### config.mk
export PLATFORM = sky130hd
export DESIGN_NAME = midi_cc14_nrpn_decoder_unit_flat
export DESIGN_NICKNAME = d
export VERILOG_FILES = /design/src/rtl/mcnd_pkg.sv /design/src/rtl/mcnd_if.sv /design/src/rtl/midi_cc14_nrpn_decoder_unit.sv /design/src/rtl/mcnd_ram.sv /design/src/flat_wrapper.sv
export VERILOG_INCLUDE_DIRS = /design/src /design/src/rtl
export SDC_FILE = /design/constraint.sdc
export NUM_CORES = 1
export LEC_CHECK = 0
export BUFFER_PORTS_ARGS = -buffer_cell sky130_fd_sc_hd__buf_4
export CORE_MARGIN = 2
export CORE_UTILIZATION = 50
export DETAILED_ROUTE_END_ITERATION = 8
export MAX_ROUTING_LAYER = met4
export PLACE_DENSITY = 0.69
export REMOVE_ABC_BUFFERS = 1
export SETUP_SLACK_MARGIN = 0.15
export SLEW_MARGIN = 20
export SYNTH_ARGS = -nofsm -noshare
export SYNTH_HDL_FRONTEND = slang
export SYNTH_HIERARCHICAL = 1
export SYNTH_SLANG_ARGS = --single-unit
### constraint.sdc
create_clock -name clock -period 15.35 [get_ports clock]
set_input_delay 3.07 -clock clock [delete_from_list [all_inputs] [get_ports clock]]
set_output_delay 3.07 -clock clock [all_outputs]
set_load 0.01 [all_outputs]
### src/rtl/assert_macros.svh
// Assertion macros used by the RTL of the 14-bit controller and NRPN decoder.
// No dependencies; include by bare file name.
`ifndef ASSERT_MACROS_SVH
`define ASSERT_MACROS_SVH

// Check a condition at every rising clock edge outside reset.
`define ASSERT_ALWAYS(label, clk, rst, expr) \
   label: assert property (@(posedge clk) disable iff (rst) (expr)) \
      else $error("assertion failed");

// Check that a condition leads to a consequence on the next clock edge.
`define ASSERT_NEXT(label, clk, rst, ante, cons) \
   label: assert property (@(posedge clk) disable iff (rst) (ante) |=> (cons)) \
      else $error("assertion failed");

`endif

### src/rtl/mcnd_pkg.sv
// Package for the 14-bit controller and NRPN decoder: sizes, controller codes,
// slot and record types. No dependencies.
package mcnd_pkg;

   localparam int PAIR_SLOTS  = 4;
   localparam int CHANNELS    = 16;
   localparam int CONFIG_REGS = 4;

   localparam int CHAN_W    = 4;
   localparam int BYTE_W    = 7;
   localparam int CTL_W     = 5;
   localparam int SLOT_W    = 10;
   localparam int WORD_W    = 14;
   localparam int CSR_IDX_W = (CONFIG_REGS > 1) ? $clog2(CONFIG_REGS) : 1;
   localparam int CHAN_AW   = (CHANNELS > 1) ? $clog2(CHANNELS) : 1;

   localparam logic [BYTE_W-1:0] LSB_OFFSET   = 7'd32;
   localparam logic [BYTE_W-1:0] CC_PARAM_MSB = 7'd99;
   localparam logic [BYTE_W-1:0] CC_PARAM_LSB = 7'd98;
   localparam logic [BYTE_W-1:0] CC_DATA_MSB  = 7'd6;
   localparam logic [BYTE_W-1:0] CC_DATA_LSB  = 7'd38;

   typedef struct packed {
      logic              enable;
      logic [CHAN_W-1:0] chan;
      logic [CTL_W-1:0]  ctl;
   } pair_slot_type;

   typedef struct packed {
      logic [BYTE_W-1:0] param_msb;
      logic [BYTE_W-1:0] param_lsb;
      logic [BYTE_W-1:0] data_msb;
      logic [BYTE_W-1:0] data_lsb;
   } nrpn_rec_type;

   localparam int REC_W = $bits(nrpn_rec_type);

endpackage

### src/rtl/mcnd_if.sv
// Channel interfaces of the decoder: request, response and register write.
// Depends on mcnd_pkg.
interface mcnd_req_if;
   logic                         valid;
   logic                         ready;
   logic                         is_control_change;
   logic [mcnd_pkg::CHAN_W-1:0]  chan;
   logic [mcnd_pkg::BYTE_W-1:0]  byte_one;
   logic [mcnd_pkg::BYTE_W-1:0]  byte_two;

   modport source (output valid, is_control_change, chan, byte_one, byte_two,
                   input ready);
   modport sink   (input valid, is_control_change, chan, byte_one, byte_two,
                   output ready);
endinterface

interface mcnd_rsp_if;
   logic                         valid;
   logic                         ready;
   logic [mcnd_pkg::CHAN_W-1:0]  out_chan;
   logic [mcnd_pkg::BYTE_W-1:0]  out_byte_one;
   logic [mcnd_pkg::BYTE_W-1:0]  out_byte_two;
   logic                         pair_valid;
   logic [mcnd_pkg::BYTE_W-1:0]  pair_lsb;
   logic                         nrpn_valid;
   logic [mcnd_pkg::WORD_W-1:0]  nrpn_param;
   logic [mcnd_pkg::WORD_W-1:0]  nrpn_value;

   modport source (output valid, out_chan, out_byte_one, out_byte_two, pair_valid,
                   pair_lsb, nrpn_valid, nrpn_param, nrpn_value, input ready);
   modport sink   (input valid, out_chan, out_byte_one, out_byte_two, pair_valid,
                   pair_lsb, nrpn_valid, nrpn_param, nrpn_value, output ready);
endinterface

interface mcnd_csr_if;
   logic                           valid;
   logic                           ready;
   logic [mcnd_pkg::CSR_IDX_W-1:0] index;
   logic [mcnd_pkg::SLOT_W-1:0]    data;

   modport source (output valid, index, data, input ready);
   modport sink   (input valid, index, data, output ready);
endinterface

### src/rtl/midi_cc14_nrpn_decoder_unit.sv
// 14-bit controller and NRPN decoder: pairs MSB/LSB controllers per slot, then
// assembles NRPN parameter/value words per channel. Depends on mcnd_pkg,
// mcnd_if, mcnd_ram and assert_macros.svh.
//
// The block takes one request per clock while not stalled and returns one response
// per request, in order, via the stage 1 registers and the output register when the
// response side is ready. On acceptance, stage 0 compares the request against all
// pairing slots in parallel and issues the read of the channel's NRPN record from a
// 16-entry RAM; stage 1 updates that record, writes it back and loads the output register.
// A record written in the cycle a later request reads it is forwarded around
// the RAM, so back-to-back requests on one channel see each other's updates.
// Per-entry valid bits make every record read as zero after reset, so there is
// no clearing pass and requests are taken from the first cycle after reset.
// The user must write the pairing slots through the register port only while the
// block is idle; the block itself does not enforce this. That port is always ready.
// While the response is stalled, the block holds up to two requests, one in the
// stage 1 registers and one in the output register, and stops accepting new ones.
`include "assert_macros.svh"

module midi_cc14_nrpn_decoder_unit (
   input logic        clock,
   input logic        reset,
   mcnd_req_if.sink   req_port,
   mcnd_rsp_if.source rsp_port,
   mcnd_csr_if.sink   csr_port
);

   // ---------------------------------------------------------------------
   // Configuration: pairing slots
   // ---------------------------------------------------------------------
   mcnd_pkg::pair_slot_type slot_ff [mcnd_pkg::PAIR_SLOTS];
   logic csr_fire;

   assign csr_port.ready = 1'b1;
   assign csr_fire       = csr_port.valid;

   // Slots beyond the register list stay zero, hence disabled.
   always_ff @(posedge clock) begin
      if (reset) begin
         for (int i = 0; i < mcnd_pkg::PAIR_SLOTS; i++) begin
            slot_ff[i] <= '0;
         end
      end else begin
         for (int i = 0; i < mcnd_pkg::PAIR_SLOTS; i++) begin
            if (i < mcnd_pkg::CONFIG_REGS && csr_fire &&
                csr_port.index == mcnd_pkg::CSR_IDX_W'(i)) begin
               slot_ff[i] <= mcnd_pkg::pair_slot_type'(csr_port.data);
            end
         end
      end
   end

   // ---------------------------------------------------------------------
   // Handshake and pipeline control
   // ---------------------------------------------------------------------
   logic s1_valid_ff;
   logic rsp_valid_ff;
   logic out_free;
   logic s1_adv;
   logic req_fire;

   // Output register frees when empty or being drained this cycle.
   assign out_free       = !rsp_valid_ff || rsp_port.ready;
   assign s1_adv         = s1_valid_ff && out_free;
   assign req_port.ready = !s1_valid_ff || s1_adv;
   assign req_fire       = req_port.valid && req_port.ready;

   // ---------------------------------------------------------------------
   // Stage 0: 14-bit controller pairing, first matching slot wins
   // ---------------------------------------------------------------------
   logic [mcnd_pkg::BYTE_W-1:0] msb_store_ff [mcnd_pkg::PAIR_SLOTS];
   logic [mcnd_pkg::PAIR_SLOTS-1:0] msb_wr;
   logic                        pair_found;
   logic                        pr_valid;
   logic [mcnd_pkg::BYTE_W-1:0] pr_lsb;
   logic [mcnd_pkg::BYTE_W-1:0] pr_b1;
   logic [mcnd_pkg::BYTE_W-1:0] pr_b2;
   logic [mcnd_pkg::BYTE_W-1:0] slot_msb_ctl [mcnd_pkg::PAIR_SLOTS];

   always_comb begin
      msb_wr     = '0;
      pair_found = 1'b0;
      pr_valid   = 1'b0;
      pr_lsb     = '0;
      pr_b1      = req_port.byte_one;
      pr_b2      = req_port.byte_two;
      for (int i = 0; i < mcnd_pkg::PAIR_SLOTS; i++) begin
         slot_msb_ctl[i] = mcnd_pkg::BYTE_W'(slot_ff[i].ctl);
         if (req_port.is_control_change && !pair_found && slot_ff[i].enable &&
             slot_ff[i].chan == req_port.chan) begin
            if (req_port.byte_one == slot_msb_ctl[i]) begin
               // MSB controller: remember the value, pass the message on
               msb_wr[i]  = 1'b1;
               pair_found = 1'b1;
            end else if (req_port.byte_one == slot_msb_ctl[i] + mcnd_pkg::LSB_OFFSET) begin
               // LSB controller: report it, rewrite as the MSB controller
               pr_valid   = 1'b1;
               pr_lsb     = req_port.byte_two;
               pr_b1      = slot_msb_ctl[i];
               pr_b2      = msb_store_ff[i];
               pair_found = 1'b1;
            end
         end
      end
   end

   always_ff @(posedge clock) begin
      if (reset) begin
         for (int i = 0; i < mcnd_pkg::PAIR_SLOTS; i++) begin
            msb_store_ff[i] <= '0;
         end
      end else begin
         for (int i = 0; i < mcnd_pkg::PAIR_SLOTS; i++) begin
            if (req_fire && msb_wr[i]) begin
               msb_store_ff[i] <= req_port.byte_two;
            end
         end
      end
   end

   // ---------------------------------------------------------------------
   // NRPN record store: RAM read issued on accept, write back in stage 1
   // ---------------------------------------------------------------------
   logic                          req_in_store;
   logic [mcnd_pkg::CHAN_AW-1:0]  req_addr;
   logic [mcnd_pkg::CHANNELS-1:0] entry_vld_ff;
   logic [mcnd_pkg::REC_W-1:0]    ram_rd_data;
   logic                          rec_wr;
   mcnd_pkg::nrpn_rec_type        rec_base;
   mcnd_pkg::nrpn_rec_type        rec_new;

   // Channels at or above the store depth touch no record.
   assign req_in_store = {1'b0, req_port.chan} < (mcnd_pkg::CHAN_W + 1)'(mcnd_pkg::CHANNELS);
   assign req_addr     = mcnd_pkg::CHAN_AW'(req_port.chan);

   // Stage 1 registers
   logic                         s1_cc_ff;
   logic                         s1_in_store_ff;
   logic [mcnd_pkg::CHAN_W-1:0]  s1_chan_ff;
   logic [mcnd_pkg::CHAN_AW-1:0] s1_addr_ff;
   logic [mcnd_pkg::BYTE_W-1:0]  s1_b1_ff;
   logic [mcnd_pkg::BYTE_W-1:0]  s1_b2_ff;
   logic                         s1_pvalid_ff;
   logic [mcnd_pkg::BYTE_W-1:0]  s1_plsb_ff;
   logic                         s1_fwd_ff;
   logic                         s1_fwd_in;
   mcnd_pkg::nrpn_rec_type       s1_fwd_rec_ff;
   logic                         s1_present_ff;

   mcnd_ram #(
      .WIDTH (mcnd_pkg::REC_W),
      .DEPTH (mcnd_pkg::CHANNELS)
   ) u_rec_ram (
      .clock   (clock),
      .wr_en   (s1_adv && rec_wr),
      .wr_addr (s1_addr_ff),
      .wr_data (rec_new),
      .rd_en   (req_fire),
      .rd_addr (req_addr),
      .rd_data (ram_rd_data)
   );

   // Forward the record being written at the edge that issues the read.
   assign s1_fwd_in = s1_adv && rec_wr && s1_addr_ff == req_addr;

   always_comb begin
      if (s1_fwd_ff) begin
         rec_base = s1_fwd_rec_ff;
      end else if (s1_present_ff) begin
         rec_base = mcnd_pkg::nrpn_rec_type'(ram_rd_data);
      end else begin
         rec_base = '0;
      end
   end

   // ---------------------------------------------------------------------
   // Stage 1: NRPN assembly on the possibly rewritten message
   // ---------------------------------------------------------------------
   logic                        nr_valid;
   logic [mcnd_pkg::WORD_W-1:0] nr_param;
   logic [mcnd_pkg::WORD_W-1:0] nr_value;

   always_comb begin
      rec_new  = rec_base;
      rec_wr   = 1'b0;
      nr_valid = 1'b0;
      nr_param = '0;
      nr_value = '0;
      if (s1_cc_ff && s1_in_store_ff) begin
         unique case (s1_b1_ff)
            mcnd_pkg::CC_PARAM_MSB: begin
               // clear the record, then set the parameter MSB
               rec_new           = '0;
               rec_new.param_msb = s1_b2_ff;
               rec_wr            = 1'b1;
            end
            mcnd_pkg::CC_PARAM_LSB: begin
               rec_new.param_lsb = s1_b2_ff;
               rec_wr            = 1'b1;
            end
            mcnd_pkg::CC_DATA_MSB: begin
               rec_new.data_msb = s1_b2_ff;
               rec_wr           = 1'b1;
            end
            mcnd_pkg::CC_DATA_LSB: begin
               rec_new.data_lsb = s1_b2_ff;
               rec_wr           = 1'b1;
               nr_valid         = 1'b1;
               nr_param         = {rec_base.param_msb, rec_base.param_lsb};
               nr_value         = {rec_base.data_msb, s1_b2_ff};
            end
            default: begin
               rec_wr = 1'b0;
            end
         endcase
      end
   end

   // Control state of stage 1 and the valid bits of the store
   always_ff @(posedge clock) begin
      if (reset) begin
         s1_valid_ff  <= 1'b0;
         s1_fwd_ff    <= 1'b0;
         entry_vld_ff <= '0;
      end else begin
         if (req_fire) begin
            s1_valid_ff <= 1'b1;
            s1_fwd_ff   <= s1_fwd_in;
         end else if (s1_adv) begin
            s1_valid_ff <= 1'b0;
         end
         if (s1_adv && rec_wr) begin
            entry_vld_ff[s1_addr_ff] <= 1'b1;
         end
      end
   end

   // Stage 1 payload; hold while stalled
   always_ff @(posedge clock) begin
      if (req_fire) begin
         s1_cc_ff       <= req_port.is_control_change;
         s1_in_store_ff <= req_in_store;
         s1_chan_ff     <= req_port.chan;
         s1_addr_ff     <= req_addr;
         s1_b1_ff       <= pr_b1;
         s1_b2_ff       <= pr_b2;
         s1_pvalid_ff   <= pr_valid;
         s1_plsb_ff     <= pr_lsb;
         s1_fwd_rec_ff  <= rec_new;
         s1_present_ff  <= entry_vld_ff[req_addr];
      end
   end

   // ---------------------------------------------------------------------
   // Output register
   // ---------------------------------------------------------------------
   logic [mcnd_pkg::CHAN_W-1:0] rsp_chan_ff;
   logic [mcnd_pkg::BYTE_W-1:0] rsp_b1_ff;
   logic [mcnd_pkg::BYTE_W-1:0] rsp_b2_ff;
   logic                        rsp_pvalid_ff;
   logic [mcnd_pkg::BYTE_W-1:0] rsp_plsb_ff;
   logic                        rsp_nvalid_ff;
   logic [mcnd_pkg::WORD_W-1:0] rsp_param_ff;
   logic [mcnd_pkg::WORD_W-1:0] rsp_value_ff;

   always_ff @(posedge clock) begin
      if (reset) begin
         rsp_valid_ff <= 1'b0;
      end else if (s1_adv) begin
         rsp_valid_ff <= 1'b1;
      end else if (rsp_port.ready) begin
         rsp_valid_ff <= 1'b0;
      end
   end

   always_ff @(posedge clock) begin
      if (s1_adv) begin
         rsp_chan_ff   <= s1_chan_ff;
         rsp_b1_ff     <= s1_b1_ff;
         rsp_b2_ff     <= s1_b2_ff;
         rsp_pvalid_ff <= s1_pvalid_ff;
         rsp_plsb_ff   <= s1_plsb_ff;
         rsp_nvalid_ff <= nr_valid;
         rsp_param_ff  <= nr_param;
         rsp_value_ff  <= nr_value;
      end
   end

   assign rsp_port.valid        = rsp_valid_ff;
   assign rsp_port.out_chan     = rsp_chan_ff;
   assign rsp_port.out_byte_one = rsp_b1_ff;
   assign rsp_port.out_byte_two = rsp_b2_ff;
   assign rsp_port.pair_valid   = rsp_pvalid_ff;
   assign rsp_port.pair_lsb     = rsp_plsb_ff;
   assign rsp_port.nrpn_valid   = rsp_nvalid_ff;
   assign rsp_port.nrpn_param   = rsp_param_ff;
   assign rsp_port.nrpn_value   = rsp_value_ff;

   // ---------------------------------------------------------------------
   // Assertions
   // ---------------------------------------------------------------------
   `ASSERT_NEXT(a_adv_loads_rsp, clock, reset, s1_adv, rsp_valid_ff)
   `ASSERT_ALWAYS(a_nrpn_on_data_lsb, clock, reset,
      !(rsp_valid_ff && rsp_nvalid_ff) || rsp_b1_ff == mcnd_pkg::CC_DATA_LSB)
   `ASSERT_ALWAYS(a_nrpn_zero_idle, clock, reset,
      !(rsp_valid_ff && !rsp_nvalid_ff) || (rsp_param_ff == '0 && rsp_value_ff == '0))
   `ASSERT_ALWAYS(a_pair_msb_ctl, clock, reset,
      !(rsp_valid_ff && rsp_pvalid_ff) || rsp_b1_ff < mcnd_pkg::LSB_OFFSET)

endmodule

### src/rtl/mcnd_ram.sv
// Generic single-write, single-read RAM with registered read data.
// No dependencies.
module mcnd_ram #(
   parameter int WIDTH = 8,
   parameter int DEPTH = 16
) (
   input  logic                                     clock,
   input  logic                                     wr_en,
   input  logic [((DEPTH > 1) ? $clog2(DEPTH) : 1)-1:0] wr_addr,
   input  logic [WIDTH-1:0]                         wr_data,
   input  logic                                     rd_en,
   input  logic [((DEPTH > 1) ? $clog2(DEPTH) : 1)-1:0] rd_addr,
   output logic [WIDTH-1:0]                         rd_data
);

   logic [WIDTH-1:0] mem_ff [DEPTH];
   logic [WIDTH-1:0] rd_data_ff;

   always_ff @(posedge clock) begin
      if (wr_en) begin
         mem_ff[wr_addr] <= wr_data;
      end
      if (rd_en) begin
         rd_data_ff <= mem_ff[rd_addr];
      end
   end

   assign rd_data = rd_data_ff;

endmodule

### src/flat_wrapper.sv
// flat-port wrapper written by rule: the top's interface ports become plain ports
module midi_cc14_nrpn_decoder_unit_flat 
  (clock, reset, req_port_valid, req_port_is_control_change, req_port_chan, req_port_byte_one, req_port_byte_two, req_port_ready, rsp_port_valid, rsp_port_out_chan, rsp_port_out_byte_one, rsp_port_out_byte_two, rsp_port_pair_valid, rsp_port_pair_lsb, rsp_port_nrpn_valid, rsp_port_nrpn_param, rsp_port_nrpn_value, rsp_port_ready, csr_port_valid, csr_port_index, csr_port_data, csr_port_ready);
  mcnd_req_if req_port_i ();
  mcnd_rsp_if rsp_port_i ();
  mcnd_csr_if csr_port_i ();
  input logic clock;
  input logic reset;
  input wire logic [$bits(req_port_i.valid)-1:0] req_port_valid;
  input wire logic [$bits(req_port_i.is_control_change)-1:0] req_port_is_control_change;
  input wire logic [$bits(req_port_i.chan)-1:0] req_port_chan;
  input wire logic [$bits(req_port_i.byte_one)-1:0] req_port_byte_one;
  input wire logic [$bits(req_port_i.byte_two)-1:0] req_port_byte_two;
  output wire logic [$bits(req_port_i.ready)-1:0] req_port_ready;
  output wire logic [$bits(rsp_port_i.valid)-1:0] rsp_port_valid;
  output wire logic [$bits(rsp_port_i.out_chan)-1:0] rsp_port_out_chan;
  output wire logic [$bits(rsp_port_i.out_byte_one)-1:0] rsp_port_out_byte_one;
  output wire logic [$bits(rsp_port_i.out_byte_two)-1:0] rsp_port_out_byte_two;
  output wire logic [$bits(rsp_port_i.pair_valid)-1:0] rsp_port_pair_valid;
  output wire logic [$bits(rsp_port_i.pair_lsb)-1:0] rsp_port_pair_lsb;
  output wire logic [$bits(rsp_port_i.nrpn_valid)-1:0] rsp_port_nrpn_valid;
  output wire logic [$bits(rsp_port_i.nrpn_param)-1:0] rsp_port_nrpn_param;
  output wire logic [$bits(rsp_port_i.nrpn_value)-1:0] rsp_port_nrpn_value;
  input wire logic [$bits(rsp_port_i.ready)-1:0] rsp_port_ready;
  input wire logic [$bits(csr_port_i.valid)-1:0] csr_port_valid;
  input wire logic [$bits(csr_port_i.index)-1:0] csr_port_index;
  input wire logic [$bits(csr_port_i.data)-1:0] csr_port_data;
  output wire logic [$bits(csr_port_i.ready)-1:0] csr_port_ready;
  assign req_port_i.valid = req_port_valid;
  assign req_port_i.is_control_change = req_port_is_control_change;
  assign req_port_i.chan = req_port_chan;
  assign req_port_i.byte_one = req_port_byte_one;
  assign req_port_i.byte_two = req_port_byte_two;
  assign req_port_ready = req_port_i.ready;
  assign rsp_port_valid = rsp_port_i.valid;
  assign rsp_port_out_chan = rsp_port_i.out_chan;
  assign rsp_port_out_byte_one = rsp_port_i.out_byte_one;
  assign rsp_port_out_byte_two = rsp_port_i.out_byte_two;
  assign rsp_port_pair_valid = rsp_port_i.pair_valid;
  assign rsp_port_pair_lsb = rsp_port_i.pair_lsb;
  assign rsp_port_nrpn_valid = rsp_port_i.nrpn_valid;
  assign rsp_port_nrpn_param = rsp_port_i.nrpn_param;
  assign rsp_port_nrpn_value = rsp_port_i.nrpn_value;
  assign rsp_port_i.ready = rsp_port_ready;
  assign csr_port_i.valid = csr_port_valid;
  assign csr_port_i.index = csr_port_index;
  assign csr_port_i.data = csr_port_data;
  assign csr_port_ready = csr_port_i.ready;
  midi_cc14_nrpn_decoder_unit u_core (.clock(clock), .reset(reset), .req_port(req_port_i), .rsp_port(rsp_port_i), .csr_port(csr_port_i));
endmodule
# Word-level counts from Yosys, hierarchy flattened
# Memories as Yosys holds them, arrays and structs flattened. A register that Yosys moved wholly into a read port is not among the register bits.
# Cells that the tools add are included.
op_classes:
  addsub: 4
  multipliers: 0
  n_div: 0
  order_cmp: 3
  n_eq_ne: 20
  shifts: 0
  muxes: 118
  n_bitwise: 9
  reduce_logical: 36
op_table:
  columns: ["op", "count"]
  rows:
  - ["$mux 7", 41]
  - ["$mux 28", 3]
  - ["$mux 1", 65]
  - ["$pmux 7 s2", 3]
  - ["$mux 10", 4]
  - ["$add 5x6->7 const B", 4]
  - ["$eq 7x5->1", 4]
  - ["$eq 7x7->1", 4]
  - ["$logic_and 1x1->1", 24]
  - ["$eq 4x4->1", 5]
  - ["$or 16x16->16", 1]
  - ["$eq 7x7->1 const B", 2]
  - ["$lt 4x5->1 const B", 2]
  - ["$or 1x1->1", 8]
  - ["$eq 7x3->1 const B", 1]
  - ["$eq 7x6->1 const B", 1]
  - ["$logic_not 1->1", 5]
  - ["$bmux 1 s4", 1]
  - ["$demux 1 s4", 1]
  - ["$eq 2x2->1 const B", 2]
  - ["$ge 4x1->1 const B", 1]
  - ["$reduce_bool 2->1", 2]
  - ["$reduce_or 4->1", 1]
  - ["$eq 2x1->1 const B", 1]
  - ["other kinds (3)", 4]
word_totals:
  ff_bits: 130
  latchBits: 0
  mem_bits_rw: 516
  mem_bits_ro: 0
  in_bits: 36
  out_inout_bits: 58
  wordCells: 216
  mem_count: 3
memory_table:
  columns: ["name", "words", "width", "read_ports", "rd_clocked_by_memory_dff", "wr", "line_no", "text"]
  rows:
  - ["u_core.u_rec_ram.mem_ff", 16, 28, 1, 1, 1, "mcnd_ram.sv:16", "logic [WIDTH-1:0] mem_ff [DEPTH];"]
  - ["u_core.slot_ff", 4, 10, 4, 0, 4, "midi_cc14_nrpn_decoder_unit.sv:31", "mcnd_pkg::pair_slot_type slot_ff [mcnd_pkg::PAIR_SLOTS];"]
  - ["u_core.msb_store_ff", 4, 7, 4, 0, 4, "midi_cc14_nrpn_decoder_unit.sv:71", "logic [mcnd_pkg::BYTE_W-1:0] msb_store_ff [mcnd_pkg::PAIR_SLOTS];"]

# Longest topological paths before layout
# An unclocked memory read counts as a cell.
logic_depth:
  ltp_word: 26
  depth_mapped: 8
  mapped_depth_nobuf: 7

# By module
# The synthesis kept the hierarchy.
by_module_without_submodules:
  columns: ["module", "instances", "cells_each", "area_per_inst_um2", "seq_area_each_um2"]
  rows:
  - ["mcnd_ram", 1, 735, 17803.3, 14293.7]
  - ["midi_cc14_nrpn_decoder_unit", 1, 637, 8628.3, 5755.5]

# Worst setup path before layout
# OpenSTA, ideal clock, no wires.
synth_timing:
  kind: "in2reg"
  startpoint: "input rsp_port_ready"
  endpoint: "memory u_core/u_rec_ram/mem_ff[0][0] (netlist bit) (enable)"
  setup_time_ps: 448
  arrival_time_ps: 8875
  required_time_ps: 14902
  setup_slack_ps: 6027
  stages: 6
  n_path_buf: 0
  path_cell_list: "nor2b_1 -> nor2b_1 -> o211ai_2 -> inv_2 -> or3b_2 -> nor3_1"
synth_between:
  elab_chain_cells: 5
synth_rtl:
  columns: ["element", "line_no", "text"]
  rows:
  - ["start: declaration", "flat_wrapper.sv:24", "input wire logic [$bits(rsp_port_i.ready)-1:0] rsp_port_ready;"]
  - ["$logic_or 1x1->1", "midi_cc14_nrpn_decoder_unit.sv:63", "assign out_free = !rsp_valid_ff || rsp_port.ready;"]
  - ["$logic_and 1x1->1", "midi_cc14_nrpn_decoder_unit.sv:64", "assign s1_adv = s1_valid_ff && out_free;"]
  - ["named net u_core.s1_adv", "midi_cc14_nrpn_decoder_unit.sv:59", "logic s1_adv;"]
  - ["$logic_and 1x1->1", "midi_cc14_nrpn_decoder_unit.sv:155", ".wr_en (s1_adv && rec_wr),"]
  - ["$mux 1", "mcnd_ram.sv:20", "if (wr_en) begin"]
  - ["$mux 1 (implied by the code)", "mcnd_ram.sv:21", "mem_ff[wr_addr] <= wr_data;"]
  - ["end: declaration", "mcnd_ram.sv:16", null]
# The timed path passes the listed nets, and every way through them passes these cells.

# Worst setup path after layout
layout_timing:
  startpoint: "input rsp_port_ready"
  endpoint: "output req_port_ready"
layout_between:
  elab_chain_cells: 3
layout_rtl:
  columns: ["element", "line_no", "text"]
  rows:
  - ["$logic_or 1x1->1", "midi_cc14_nrpn_decoder_unit.sv:63", null]
  - ["$logic_and 1x1->1", "midi_cc14_nrpn_decoder_unit.sv:64", null]
  - ["$logic_or 1x1->1", "midi_cc14_nrpn_decoder_unit.sv:65", "assign req_port.ready = !s1_valid_ff || s1_adv;"]
  - ["end: declaration", "flat_wrapper.sv:14", "output wire logic [$bits(req_port_i.ready)-1:0] req_port_ready;"]
# No other way between the ends.

==> results.yml <==
outcome:
  status: "finished clean"
setup_path:
  cp-end-kind: "primary output"
  r2r-end: "u_core/u_rec_ram/mem_ff[5][16]"
  startpoint_type: "primary input"
  crit_required_ps: 12280
  arrival_ps: 3520
  cp_max_fo: 3
  reg2reg_slack_ps: 11860
  r2r-start: "u_core/rsp_port.valid"
  critPathKind: "primary input to primary output"
  rr_worst_depth: 8
hold_path:
  min_path_type: "flop to flop"
  whs_path_depth: 0
  min_to: "u_core/rsp_port.pair_lsb[3]"
  worstHoldStart: "u_core/s1_plsb_ff[3]"
cells_and_area:
  area_delta_synth_final_pct: 13.64
  n_fill_cell: 3259
  mostFrequentLayoutCells: "edfxtp_1 (529), buf_4 (128), and2_1 (90)"
  fin_util_pct: 57.55
  fin_nets: 1331
  final_common_cell: "edfxtp_1"
  diodes: 0
  drive_above_1_share_pct: 25.43
place:
  port_buffers: 92
  gp_congestion: 0.8381
  hpwl_um: 28460
drt:
  drtAntennaViolNets: 0
  totalWireLength_um: 46700
  wl_per_cell_um: 24.30
  vias: 11230
  drcViolationCount: 0
  drt_iter0_markers: 1026
  drt_first_pass_iters: 7
  viasPerCell: 5.842
clock_tree:
  post-cts-setup-buffer-count: 0
  cts_root_buf: "clkbuf_16"
  cts_tree: "built"
  clock-sinks: 548
  tritoncts.num_buffers: 53
  ctsResizeCount: 0
  path_clk_slew_ps: 60
  htreeDepth: 2
  clk_latency_ps: 590
  ctsHoldBuffers: 0
  cts_buffer_depth: 3
global_routing:
  overflow: 0
  grt_max_degree: 59
  antenna_found_initial: 0
  grt_pass1_wl_um: 70400
  met3_usage_pct: 3.708
  grtUsageTotal_pct: 21.96
  use_met2_pct: 34.40
  grt_pass1_vias: 11530
  grt-busiest-layer: "met2"
  grt_use_met1_pct: 29.61
timing:
  rsz0062_at_grt: "no"
  finalMaxSlewViolations: 0
  fin_crit_sh_pct: 42.96
  tightest_slew_ps: 1078
  hold_viol_final: 0
  whs_ps: 425.3
  setup-tns-final_ps: 0
  fin_crit_ps: 6594
  worst_clock_skew_ps: 14.03
  maxSlewHeadroom_pct: 27.39
  max_freq_mhz: 151.6
  setup_viol: 0
yosys:
  synthCells: 1182
  syn-cell-area_um2: 21770
  avgSynthCellArea_um2: 18.41
  synth_warnings: 6
floorplan:
  die_area_um2: 45220
  placementRows: 76
  die_w_um: 212.6
  initial_core_util_pct: 50.64
  dieHeight_um: 212.6
  core_area_um2: 42980
  pin_count: 94
power_and_ir_drop:
  powerDensity_nw_per_um2: 122.9
  p_leak_nw: 8.289
  peakVddDrop_mv: 0.08388
run:
  maxCapViolCount: 0
[registers in the layout, indices dropped and copies added (netlist names), 14 cells and up]
signal / cells
u_core/entry_vld_ff: 16
u_core/msb_store_ff: 28
u_core/rsp_port.nrpn_param: 14
u_core/rsp_port.nrpn_value: 14
u_core/s1_fwd_rec_ff: 21
u_core/slot_ff: 40
u_core/u_rec_ram/mem_ff: 336
u_core/u_rec_ram/rd_data: 21
[power breakdown]
part	internal, W	total (W)	switching (W)
Clock	0.000685	0.00121	0.000523
Combinational	0.0000562	0.000144	0.0000878
Sequential	0.00167	0.00169	0.0000170
[worst max path at each step]
stage                         startpoint                             end  slack, ps  cells past startpoint
after floorplan           rsp_port_ready  u_core/u_rec_ram/mem_ff[0][10]       6520                      6
after global placement    rsp_port_ready                  req_port_ready       8750                      3
after detailed placement  rsp_port_ready                  req_port_ready       8750                      3
after CTS                 rsp_port_ready                  req_port_ready       8750                      3
after global routing      rsp_port_ready                  req_port_ready       8740                      3
final                     rsp_port_ready                  req_port_ready       8760                      3
[layout make-up]
| class | instances | area, um2 | share of cell area (%) |
|---|---|---|---|
| clock buffers | 75 | 1440 | 5.823 |
| well taps | 585 | 732.0 | 2.959 |
| repair buffers | 129 | 972.2 | 3.931 |
| multi-input cells | 555 | 5135 | 20.76 |
| inverters | 8 | 30.03 | 0.1214 |
| flip-flops and latches | 548 | 16270 | 65.76 |
| clock inverters | 22 | 158.9 | 0.6425 |
[worst max-delay path, cell delays in order]
cell	delay, ps
buf_4	110
nand3b_1	180
buf_4	160
[routing by layer]
metal  vias to the layer above  wire length (um)
met1                      5892             19660
met3                        91              2761
li1                       4897                 -
met2                       348             22730
met5                         -                 0
met4                         0              1551
[metrics by stage]
| step | power, W | area, um2 | std cells | worst slack (ps) |
|---|---|---|---|---|
| 3_3_place_gp | 0.001861 | 23070 | 1825 | 8748 |
| 2_1_floorplan | 0.001790 | 21300 | 1111 | 6519 |
| 4_1_cts | 0.003066 | 24680 | 1922 | 8753 |
| 6_report | 0.003041 | 24730 | 1922 | 8756 |
| 3_5_place_dp | 0.001865 | 23080 | 1825 | 8753 |
| 5_1_grt | 0.003137 | 24730 | 1922 | 8745 |
Note: power is estimated with default switching activity, not from simulation.
